===== config.mk =====
export PLATFORM = sky130hd
export DESIGN_NAME = utf8_stream_validator_core
export DESIGN_NICKNAME = d
export VERILOG_FILES = /design/src/sv/utf8sv_pkg.sv /design/src/sv/utf8sv_dfa.sv /design/src/sv/utf8_stream_validator_core.sv
export VERILOG_INCLUDE_DIRS = /design/src /design/src/sv
export SDC_FILE = /design/constraint.sdc
export NUM_CORES = 1
export LEC_CHECK = 0
export ABC_CLOCK_PERIOD_IN_PS = 2400
export BUFFER_PORTS_ARGS = -buffer_cell sky130_fd_sc_hd__buf_2
export CAP_MARGIN = 5
export CORE_ASPECT_RATIO = 0.9
export CORE_MARGIN = 2
export CORE_UTILIZATION = 30
export DETAILED_ROUTE_END_ITERATION = 16
export GPL_TIMING_DRIVEN = 0
export PLACE_DENSITY = 0.6
export SETUP_SLACK_MARGIN = 0.05
export SYNTH_ARGS = -nofsm -noshare
export SYNTH_HDL_FRONTEND = slang
export SYNTH_SLANG_ARGS = --single-unit

===== constraint.sdc =====
create_clock -name clk_i -period 2.4 [get_ports clk_i]
set_input_delay 0.36 -clock clk_i [delete_from_list [all_inputs] [get_ports clk_i]]
set_output_delay 0.36 -clock clk_i [all_outputs]
set_load 0.02 [all_outputs]

===== src/sv/utf8_stream_validator_core_defines.svh =====
// assertion macros used by the core rtl file
`ifndef UTF8_STREAM_VALIDATOR_CORE_DEFINES_SVH
`define UTF8_STREAM_VALIDATOR_CORE_DEFINES_SVH

`ifndef NO_ASSERTIONS
// clocked check, off while reset is low
`define U8SV_ASSERT(lbl, prop, msg) \
  lbl: assert property (@(posedge clk_i) disable iff (!rst_ni) (prop)) else $error(msg);
// clocked check, also during reset
`define U8SV_ASSERT_ALWAYS(lbl, prop, msg) \
  lbl: assert property (@(posedge clk_i) (prop)) else $error(msg);
`else
`define U8SV_ASSERT(lbl, prop, msg)
`define U8SV_ASSERT_ALWAYS(lbl, prop, msg)
`endif

`endif


===== src/sv/utf8sv_pkg.sv =====
`default_nettype none

package utf8sv_pkg;

  // byte bounds used by the decoder
  localparam logic [7:0] AsciiHi   = 8'd127;
  localparam logic [7:0] Lead2Lo   = 8'd194;
  localparam logic [7:0] Lead2Hi   = 8'd223;
  localparam logic [7:0] LeadE0    = 8'd224;
  localparam logic [7:0] LeadED    = 8'd237;
  localparam logic [7:0] LeadF0    = 8'd240;
  localparam logic [7:0] LeadF4    = 8'd244;
  localparam logic [7:0] ContLo    = 8'd128;
  localparam logic [7:0] ContHi    = 8'd191;
  localparam logic [7:0] ContA0    = 8'd160;
  localparam logic [7:0] Cont9F    = 8'd159;
  localparam logic [7:0] Cont90    = 8'd144;
  localparam logic [7:0] Cont8F    = 8'd143;

  localparam int unsigned DataW    = 8;
  localparam int unsigned OutDataW = 8;

  // decoder position inside a multi-byte sequence
  typedef enum logic [7:0] {
    ST_START = 8'b0000_0001,  // between characters
    ST_TAIL1 = 8'b0000_0010,  // one continuation byte left
    ST_E0    = 8'b0000_0100,  // after e0, needs a0..bf
    ST_TAIL2 = 8'b0000_1000,  // two continuation bytes left
    ST_ED    = 8'b0001_0000,  // after ed, needs 80..9f
    ST_F0    = 8'b0010_0000,  // after f0, needs 90..bf
    ST_TAIL3 = 8'b0100_0000,  // three continuation bytes left
    ST_F4    = 8'b1000_0000   // after f4, needs 80..8f
  } dfa_state_e;

  // decoder step result
  typedef struct packed {
    logic       err;
    dfa_state_e nxt;
  } dfa_step_t;

endpackage

`default_nettype wire


===== src/sv/utf8sv_dfa.sv =====
`default_nettype none

module utf8sv_dfa import utf8sv_pkg::*; (
  input  dfa_state_e       state_i,
  input  logic [DataW-1:0] byte_i,
  output dfa_step_t        step_o
);

  logic is_cont;

  assign is_cont = (byte_i >= ContLo) && (byte_i <= ContHi);

  // one decoder step, err set for any byte the current state rejects
  always_comb begin
    step_o.err = 1'b0;
    step_o.nxt = ST_START;
    unique case (state_i)
      ST_START: begin
        if (byte_i != 8'd0 && byte_i <= AsciiHi) begin
          step_o.nxt = ST_START;
        end else if (byte_i >= Lead2Lo && byte_i <= Lead2Hi) begin
          step_o.nxt = ST_TAIL1;
        end else if (byte_i == LeadE0) begin
          step_o.nxt = ST_E0;
        end else if (byte_i == LeadED) begin
          step_o.nxt = ST_ED;
        end else if (byte_i > LeadE0 && byte_i < LeadF0) begin
          step_o.nxt = ST_TAIL2;
        end else if (byte_i == LeadF0) begin
          step_o.nxt = ST_F0;
        end else if (byte_i > LeadF0 && byte_i < LeadF4) begin
          step_o.nxt = ST_TAIL3;
        end else if (byte_i == LeadF4) begin
          step_o.nxt = ST_F4;
        end else begin
          step_o.err = 1'b1;
        end
      end
      ST_TAIL1: begin
        step_o.nxt = ST_START;
        step_o.err = !is_cont;
      end
      ST_E0: begin
        step_o.nxt = ST_TAIL1;
        step_o.err = !(byte_i >= ContA0 && byte_i <= ContHi);
      end
      ST_TAIL2: begin
        step_o.nxt = ST_TAIL1;
        step_o.err = !is_cont;
      end
      ST_ED: begin
        step_o.nxt = ST_TAIL1;
        step_o.err = !(byte_i >= ContLo && byte_i <= Cont9F);
      end
      ST_F0: begin
        step_o.nxt = ST_TAIL2;
        step_o.err = !(byte_i >= Cont90 && byte_i <= ContHi);
      end
      ST_TAIL3: begin
        step_o.nxt = ST_TAIL2;
        step_o.err = !is_cont;
      end
      ST_F4: begin
        step_o.nxt = ST_TAIL2;
        step_o.err = !(byte_i >= ContLo && byte_i <= Cont8F);
      end
      default: begin
        step_o.err = 1'b1;
      end
    endcase
  end

endmodule

`default_nettype wire


===== src/sv/utf8_stream_validator_core.sv =====
// channel   dir  tdata                  tuser         tlast
// s_axis    in   [7:0] data_byte        [0] no_byte   last_byte
// m_axis    out  [0] message_valid      -             -
//
// one byte per clock while no last beat waits; each beat is held in the
// input register, and the decoder step sits between it and the verdict register.
// only the last beat of a message yields a verdict beat.
// reset clears both valid flags, the decoder state and the sticky error.
// a last beat waits in the input register while a verdict is still pending
// downstream; other beats never wait.
`default_nettype none
`include "utf8_stream_validator_core_defines.svh"

module utf8_stream_validator_core import utf8sv_pkg::*; (
  input  logic                clk_i,
  input  logic                rst_ni,
  input  logic                s_axis_tvalid_i,
  output logic                s_axis_tready_o,
  input  logic [DataW-1:0]    s_axis_tdata_i,   // [7:0] data_byte
  input  logic                s_axis_tlast_i,   // last_byte
  input  logic                s_axis_tuser_i,   // [0] no_byte
  output logic                m_axis_tvalid_o,
  input  logic                m_axis_tready_i,
  output logic [OutDataW-1:0] m_axis_tdata_o    // [0] message_valid, [7:1] zero
);

  logic             in_valid_q;
  logic [DataW-1:0] in_byte_q;
  logic             in_last_q;
  logic             in_empty_q;
  logic             in_adv;

  dfa_state_e       dfa_q, dfa_d;
  logic             err_q, err_d;
  dfa_step_t        step;

  logic             out_valid_q, out_valid_d;
  logic             verdict_q, verdict_d;
  logic             out_load;

  // input register advances unless a last beat meets a full verdict slot
  assign in_adv          = in_valid_q && (!in_last_q || !out_valid_q || m_axis_tready_i);
  assign s_axis_tready_o = !in_valid_q || in_adv;
  assign out_load        = in_adv && in_last_q;

  always_ff @(posedge clk_i or negedge rst_ni) begin
    if (!rst_ni) begin
      in_valid_q <= 1'b0;
    end else if (s_axis_tready_o) begin
      in_valid_q <= s_axis_tvalid_i;
    end
  end

  always_ff @(posedge clk_i) begin
    if (s_axis_tready_o && s_axis_tvalid_i) begin
      in_byte_q  <= s_axis_tdata_i;
      in_last_q  <= s_axis_tlast_i;
      in_empty_q <= s_axis_tuser_i;
    end
  end

  utf8sv_dfa u_dfa (
    .state_i (dfa_q),
    .byte_i  (in_byte_q),
    .step_o  (step)
  );

  // decoder update, verdict and end-of-message restart
  always_comb begin
    logic       err_n;
    dfa_state_e dfa_n;
    err_n       = err_q;
    dfa_n       = dfa_q;
    if (!in_empty_q && !err_q) begin
      if (step.err) begin
        err_n = 1'b1;
      end else begin
        dfa_n = step.nxt;
      end
    end
    verdict_d = !err_n && (dfa_n == ST_START);
    dfa_d     = dfa_q;
    err_d     = err_q;
    if (in_adv) begin
      dfa_d = in_last_q ? ST_START : dfa_n;
      err_d = in_last_q ? 1'b0 : err_n;
    end
  end

  always_ff @(posedge clk_i or negedge rst_ni) begin
    if (!rst_ni) begin
      dfa_q <= ST_START;
      err_q <= 1'b0;
    end else begin
      dfa_q <= dfa_d;
      err_q <= err_d;
    end
  end

  // verdict register
  always_comb begin
    out_valid_d = out_valid_q && !m_axis_tready_i;
    if (out_load) begin
      out_valid_d = 1'b1;
    end
  end

  always_ff @(posedge clk_i or negedge rst_ni) begin
    if (!rst_ni) begin
      out_valid_q <= 1'b0;
    end else begin
      out_valid_q <= out_valid_d;
    end
  end

  always_ff @(posedge clk_i) begin
    if (out_load) begin
      verdict_q <= verdict_d;
    end
  end

  assign m_axis_tvalid_o = out_valid_q;
  assign m_axis_tdata_o  = {{(OutDataW-1){1'b0}}, verdict_q};

  // checks
  `U8SV_ASSERT(a_restart_after_last, out_load |=> (dfa_q == ST_START && !err_q),
               "decoder not restarted after last beat")
  `U8SV_ASSERT(a_frozen_on_error, (err_q && !out_load) |=> (err_q && $stable(dfa_q)),
               "decoder state moved after an error")
  `U8SV_ASSERT(a_no_verdict_overrun, out_load |-> (!out_valid_q || m_axis_tready_i),
               "verdict overwritten before it was taken")

endmodule

`default_nettype wire


After elaboration in Yosys (flattened, before gate mapping)
Cells that the tools add are included.

Reductions and logical operators: 34. Eq/ne operators: 13. Multiplexer cells: 25. Magnitude comparators: 13.

Operators with widths (count): $mux W8 (11); $eq A8 B8 Y1 const B (5); $ge A8 B8 Y1 const B (4); $le A8 B8 Y1 const B (4); $pmux W8 S3 (1); $eq A8 B1 Y1 const B (2); $gt A8 B8 Y1 const B (2); $lt A8 B8 Y1 const B (2); $logic_and A1 B1 Y1 (15); $logic_not A1 Y1 (12); $mux W1 (12); $reduce_or A3 Y1 (3); $eq A8 B2 Y1 const B (1); $eq A8 B3 Y1 const B (1); $eq A8 B4 Y1 const B (1); $eq A8 B5 Y1 const B (1); $eq A8 B6 Y1 const B (1); $eq A8 B7 Y1 const B (1); $le A8 B7 Y1 const B (1); $reduce_bool A8 Y1 (1); $pmux W1 S6 (1); $logic_or A1 B1 Y1 (3).

Flip-flop bits (word level): 22. Logic and storage cells: 93. Bits of input ports: 14. Output and inout bits: 10.

Longest topological paths before layout
Word-level depth: 14. Depth in mapped cells: 7. Depth with buffers taken out: 6.

Hierarchy
A second synthesis with hierarchy kept.

Cell total of the unflattened synthesis: 139. Area total of the unflattened synthesis: 1357.6 µm².

By module, submodules not included: utf8_stream_validator_core (cells each 65, sequential area each 606.8 µm², area each 912.1 µm², times used 1); utf8sv_dfa (cells each 74, sequential area each 0.0 µm², area each 445.4 µm², times used 1).

Worst setup path after synthesis
Ideal clock, no wire load.

Kind: register -> register. Start point: register in_byte_q[6]. End point: register dfa_q[2]. Data required time: 2279 ps. Setup slack: 163 ps. Path buffers: 0. Data arrival time: 2116 ps. Cell stages (with the launch flop): 7. Clock period less this slack: 2237 ps. Library setup time: 121 ps. Cell sequence: edfxtp_1 > nand2b_1 > or4_1 > a31oi_1 > o2111ai_2 > o31a_4 > a22o_1.

Longest elaborated chain between the ends: 13. Elaborated cells between the ends (all ways): 52. Those cells by class: order compare: 13; eq/ne: 4; mux: 20; reduce/logical: 15.

RTL lines: start: declaration (RTL line utf8_stream_validator_core.sv:28) `logic [DataW-1:0] in_byte_q;`; start signal: assignment (RTL line utf8_stream_validator_core.sv:56) `in_byte_q <= s_axis_tdata_i;`; $gt A8 B8 Y1, or another cell as far along (RTL line utf8sv_dfa.sv:31) `end else if (byte_i > LeadF0 && byte_i < LeadF4) begin`; $logic_and A1 B1 Y1 or $mux W1 (tied branches) (RTL line utf8sv_dfa.sv:31, utf8sv_dfa.sv:33); $mux W1 or $mux W8 (tied branches) (RTL line utf8sv_dfa.sv:31); $mux W1 or $mux W8 (tied branches) (RTL line utf8sv_dfa.sv:29) `end else if (byte_i == LeadF0) begin`; $mux W1 or $mux W8 (tied branches) (RTL line utf8sv_dfa.sv:27) `end else if (byte_i > LeadE0 && byte_i < LeadF0) begin`; $mux W1 or $mux W8 (tied branches) (RTL line utf8sv_dfa.sv:25) `end else if (byte_i == LeadED) begin`; $mux W1 or $mux W8 (tied branches) (RTL line utf8sv_dfa.sv:23) `end else if (byte_i == LeadE0) begin`; $mux W1 or $mux W8 (tied branches) (RTL line utf8sv_dfa.sv:21) `end else if (byte_i >= Lead2Lo && byte_i <= Lead2Hi) begin`; $mux W1 or $mux W8 (tied branches) (RTL line utf8sv_dfa.sv:19) `if (byte_i != 8'd0 && byte_i <= AsciiHi) begin`; $pmux W1 S6 or $pmux W8 S3 (tied branches) (RTL line utf8sv_dfa.sv:17) `unique case (state_i)`; $mux W8 (*) (RTL line utf8_stream_validator_core.sv:75) `if (step.err) begin`; $mux W8 (*) (RTL line utf8_stream_validator_core.sv:74) `if (!in_empty_q && !err_q) begin`; $mux W8 (*) (RTL line utf8_stream_validator_core.sv:85) `dfa_d = in_last_q ? ST_START : dfa_n;`; end signal: assignment (RTL line utf8_stream_validator_core.sv:92) `dfa_q <= ST_START;`; end signal: assignment (RTL line utf8_stream_validator_core.sv:95) `dfa_q <= dfa_d;`; end: declaration (RTL line utf8_stream_validator_core.sv:33) `dfa_state_e dfa_q, dfa_d;`.

Mark *: on every way between the ends. The rest lies on a longest branch, timed or not. A chain may end at the register's enable or synchronous reset.

Worst setup path in the final report
Start point: register dfa_q[1]. End point: register dfa_q[4].

Longest elaborated chain between the ends: 6. Elaborated cells between the ends (all ways): 16. Those cells by class: eq/ne: 8; mux: 5; reduce/logical: 3.

RTL lines (RTL line): $eq A8 B2 Y1, or another cell as far along (utf8sv_dfa.sv:17); $reduce_or A3 Y1 (no source line); $pmux W1 S6 or $pmux W8 S3 (tied branches) (utf8sv_dfa.sv:17); $mux W8 (*) (utf8_stream_validator_core.sv:75); $mux W8 (*) (utf8_stream_validator_core.sv:74); $mux W8 (*) (utf8_stream_validator_core.sv:85).

Marked as above.

==> impl_metrics.toml <==
[clocking]
cts_buffers = 3
cts.sinks = 22
cts_buffer_depth = 2
clk_latency_ps = 260
cts-root-buf = "clkbuf_8"
cts_tree = "built"
h-tree-depth = 1
clkTransAtPathRegs_ps = 80

[drt]
drc = 0
routed_wirelength_um = 2864
dr.first_iter.drc_count = 57
post_drt_wl_per_cell_um = 12.51
vias = 1128
vias_per_cell = 4.926
firstDrtPassIters = 4
antenna_left = 0

[floorplan]
row_count = 23
io_pins = 24
die_w_um = 74.88
fp.dieH_um = 67.79
start_util = 0.3080
core_area_um2 = 4403
dieArea_um2 = 5076

[placement]
dp.cells = 220
place_congestion = 0.8072
hpwl_um = 1990
post-place-ws_ps = -84.09
port_buffers = 16

[critical_path]
critPathKind = "reg2reg"
r2r_setup_slack_ps = 130
worstPathMaxFanout = 8
crit_path_end_kind = "flip-flop"
worstPathCellList = "or2b_1, or4_4, a31oi_4, o2111ai_4, o31a_4, a22o_1"
slowest_stage = "dfrtp_1"
cp_data_arrival_time_ps = 2420
start_kind = "flip-flop"
worstPathRequired_ps = 2540
max_stage_delay_ps = 440

[power_and_ir_drop]
leakage_nw = 0.6959
ir_drop_mv = 0.3345
power_uw = 832.3
power.density_nw_per_um2 = 491.3

[global_route]
grt_max_degree = 13
antenna_found_initial = 0
grt_pass1_vias = 1020
grt_pass1_wl_um = 4740
grt_overflow = 0
track_usage = 0.1224

[synth]
ys_ff_latch = 22
ys_types = 45
synthFlopType = "edfxtp_1"
synth_cells = 136
synth_top_cells_by_area = "edfxtp_1, dfrtp_1, a22o_1"
synth_area_leader_cell = "edfxtp_1"
synth-seq-area-share = 0.4474
synthesis.area_um2 = 1356
ys_async_sr_fraction = 0.5000
yosysWarnings = 0
avgSynthCellArea_um2 = 9.973
synth_edf_count = 11
yosysTopAreaCellShare = 0.2435

[finish]
antennaDiodeCount = 0
final_util = 0.3848
fill_cells = 437
finalNetCount = 182
area_delta_synth_final_pct = 24.91
layout-drive-gt1-share = 0.3293
instances_no_fill = 229

[timing]
maxSlewHeadroom = 0.5721
max_freq_mhz = 439.7
grt_setup_unrepaired = "false"
drv_slew = 0
tightest_slew_ps = 636.0
finalCritPeriodShare = 0.9476
skew_ps = 4.083
finalHoldViolCount = 0
holdWs_ps = 271.0
setup_violations = 0
fin_ws_ps = 125.7
layout_min_cycle_time_ps = 2274

[flow_run]
maxCapViolations = 0

[outcome]
outcome = "complete, no violations"

[hold_path]
hp-class = "in2reg"
## power by group
| group | internal (mW) | switching [mW] |
|---|---|---|
| registers | 0.421 | 0.0171 |
| logic | 0.0741 | 0.0942 |
| clock network | 0.114 | 0.112 |
## cells in the mapped netlist, types with 5 or more instances
library cell,n
inv_1,5
edfxtp_1,11
nand2_1,5
o21ai_0,9
dfrtp_1,10
a22o_1,7
nor2_1,8
buf_4,8
nor3_1,6
clkbuf_1,7
## cell families after synthesis
group           after synthesis  share of synthesized area
compound gates               35                     0.1928
xor+xnor                      2                    0.01292
buf+inv                      21                    0.08118
flops                        22                     0.4474
other cells                   1                   0.002765
simple gates                 55                     0.2629
## final timing paths
path,startpoint,endpoint,cells past startpoint
min reg2reg,err_q,err_q,2
max,dfa_q[1],dfa_q[4],6
min in group asynchronous,rst_ni,in_valid_q,2
min,s_axis_tdata_i[2],in_byte_q[2],1
max in group asynchronous,rst_ni,dfa_q[0],2
max reg2reg,dfa_q[1],dfa_q[4],6
## metal layers
| layer | wire, µm | track usage |
|---|---|---|
| met3 | 96 | 0.02687 |
| met5 | 0 | 0 |
| met1 | 1448 | 0.1767 |
| met2 | 1293 | 0.1831 |
| met4 | 25 | 0.03348 |
## final cells by class
type	count	area, µm²	share of cell area
Buffer	15	90.09	0.05318
Clock buffer	3	41.29	0.02437
Tap cell	62	77.57	0.04579
Timing Repair Buffer	22	127.6	0.07533
Sequential cell	22	608.1	0.3589
Inverter	5	18.77	0.01108
Multi-Input combinational cell	99	726.9	0.4291
Clock inverter	1	3.754	0.002216
## sequential cells by signal, summed over array words and instances, names as in the netlist
| signal | flops |
|---|---|
| dfa_q | 8 |
| err_q | 1 |
| in_byte_q | 8 |
| in_empty_q | 1 |
| in_last_q | 1 |
| in_valid_q | 1 |
| m_axis_tvalid_o | 1 |
| verdict_q | 1 |
## metrics by stage
stage	setup TNS, ps	area [µm²]
2_1_floorplan	0	1379
3_3_place_gp	-473.8	1536
3_5_place_dp	-547.6	1536
4_1_cts	0	1633
5_1_grt	0	1694
6_report	0	1694
## worst max-delay path: cells and delay by family, from the launching register on
family             cells  cell delay, ps
AOI/OAI and AO/OA      4            1040
DFF                    1             440
and+or+nand+nor        2             680
## layout by cell type (no fill, tap or decap), drive strengths merged, types with 2 or more instances in the layout
cell,n
xor2,2
nand3b,2
o211ai,3
nand2b,4
nor4,3
nor3,6
a31oi,2
nor2b,3
nor2,8
a22o,7
or4b,2
dfrtp,10
nor4b,2
inv,5
clkbuf,9
or4,4
a21oi,4
and4bb,3
conb,7
buf,30
nand3,3
or3,4
nand2,5
edfxtp,11
o21ai,9
## timing repair
action,in CTS,in global routing
endpoints found under the setup margin,9,9
resized for setup,3,13
pin swaps,1,2
hold buffers,1,0
cloned,0,0
endpoints found under the hold margin,10,0
buffers inserted,3,2
No activity file was read; power rests on OpenSTA's default activity.
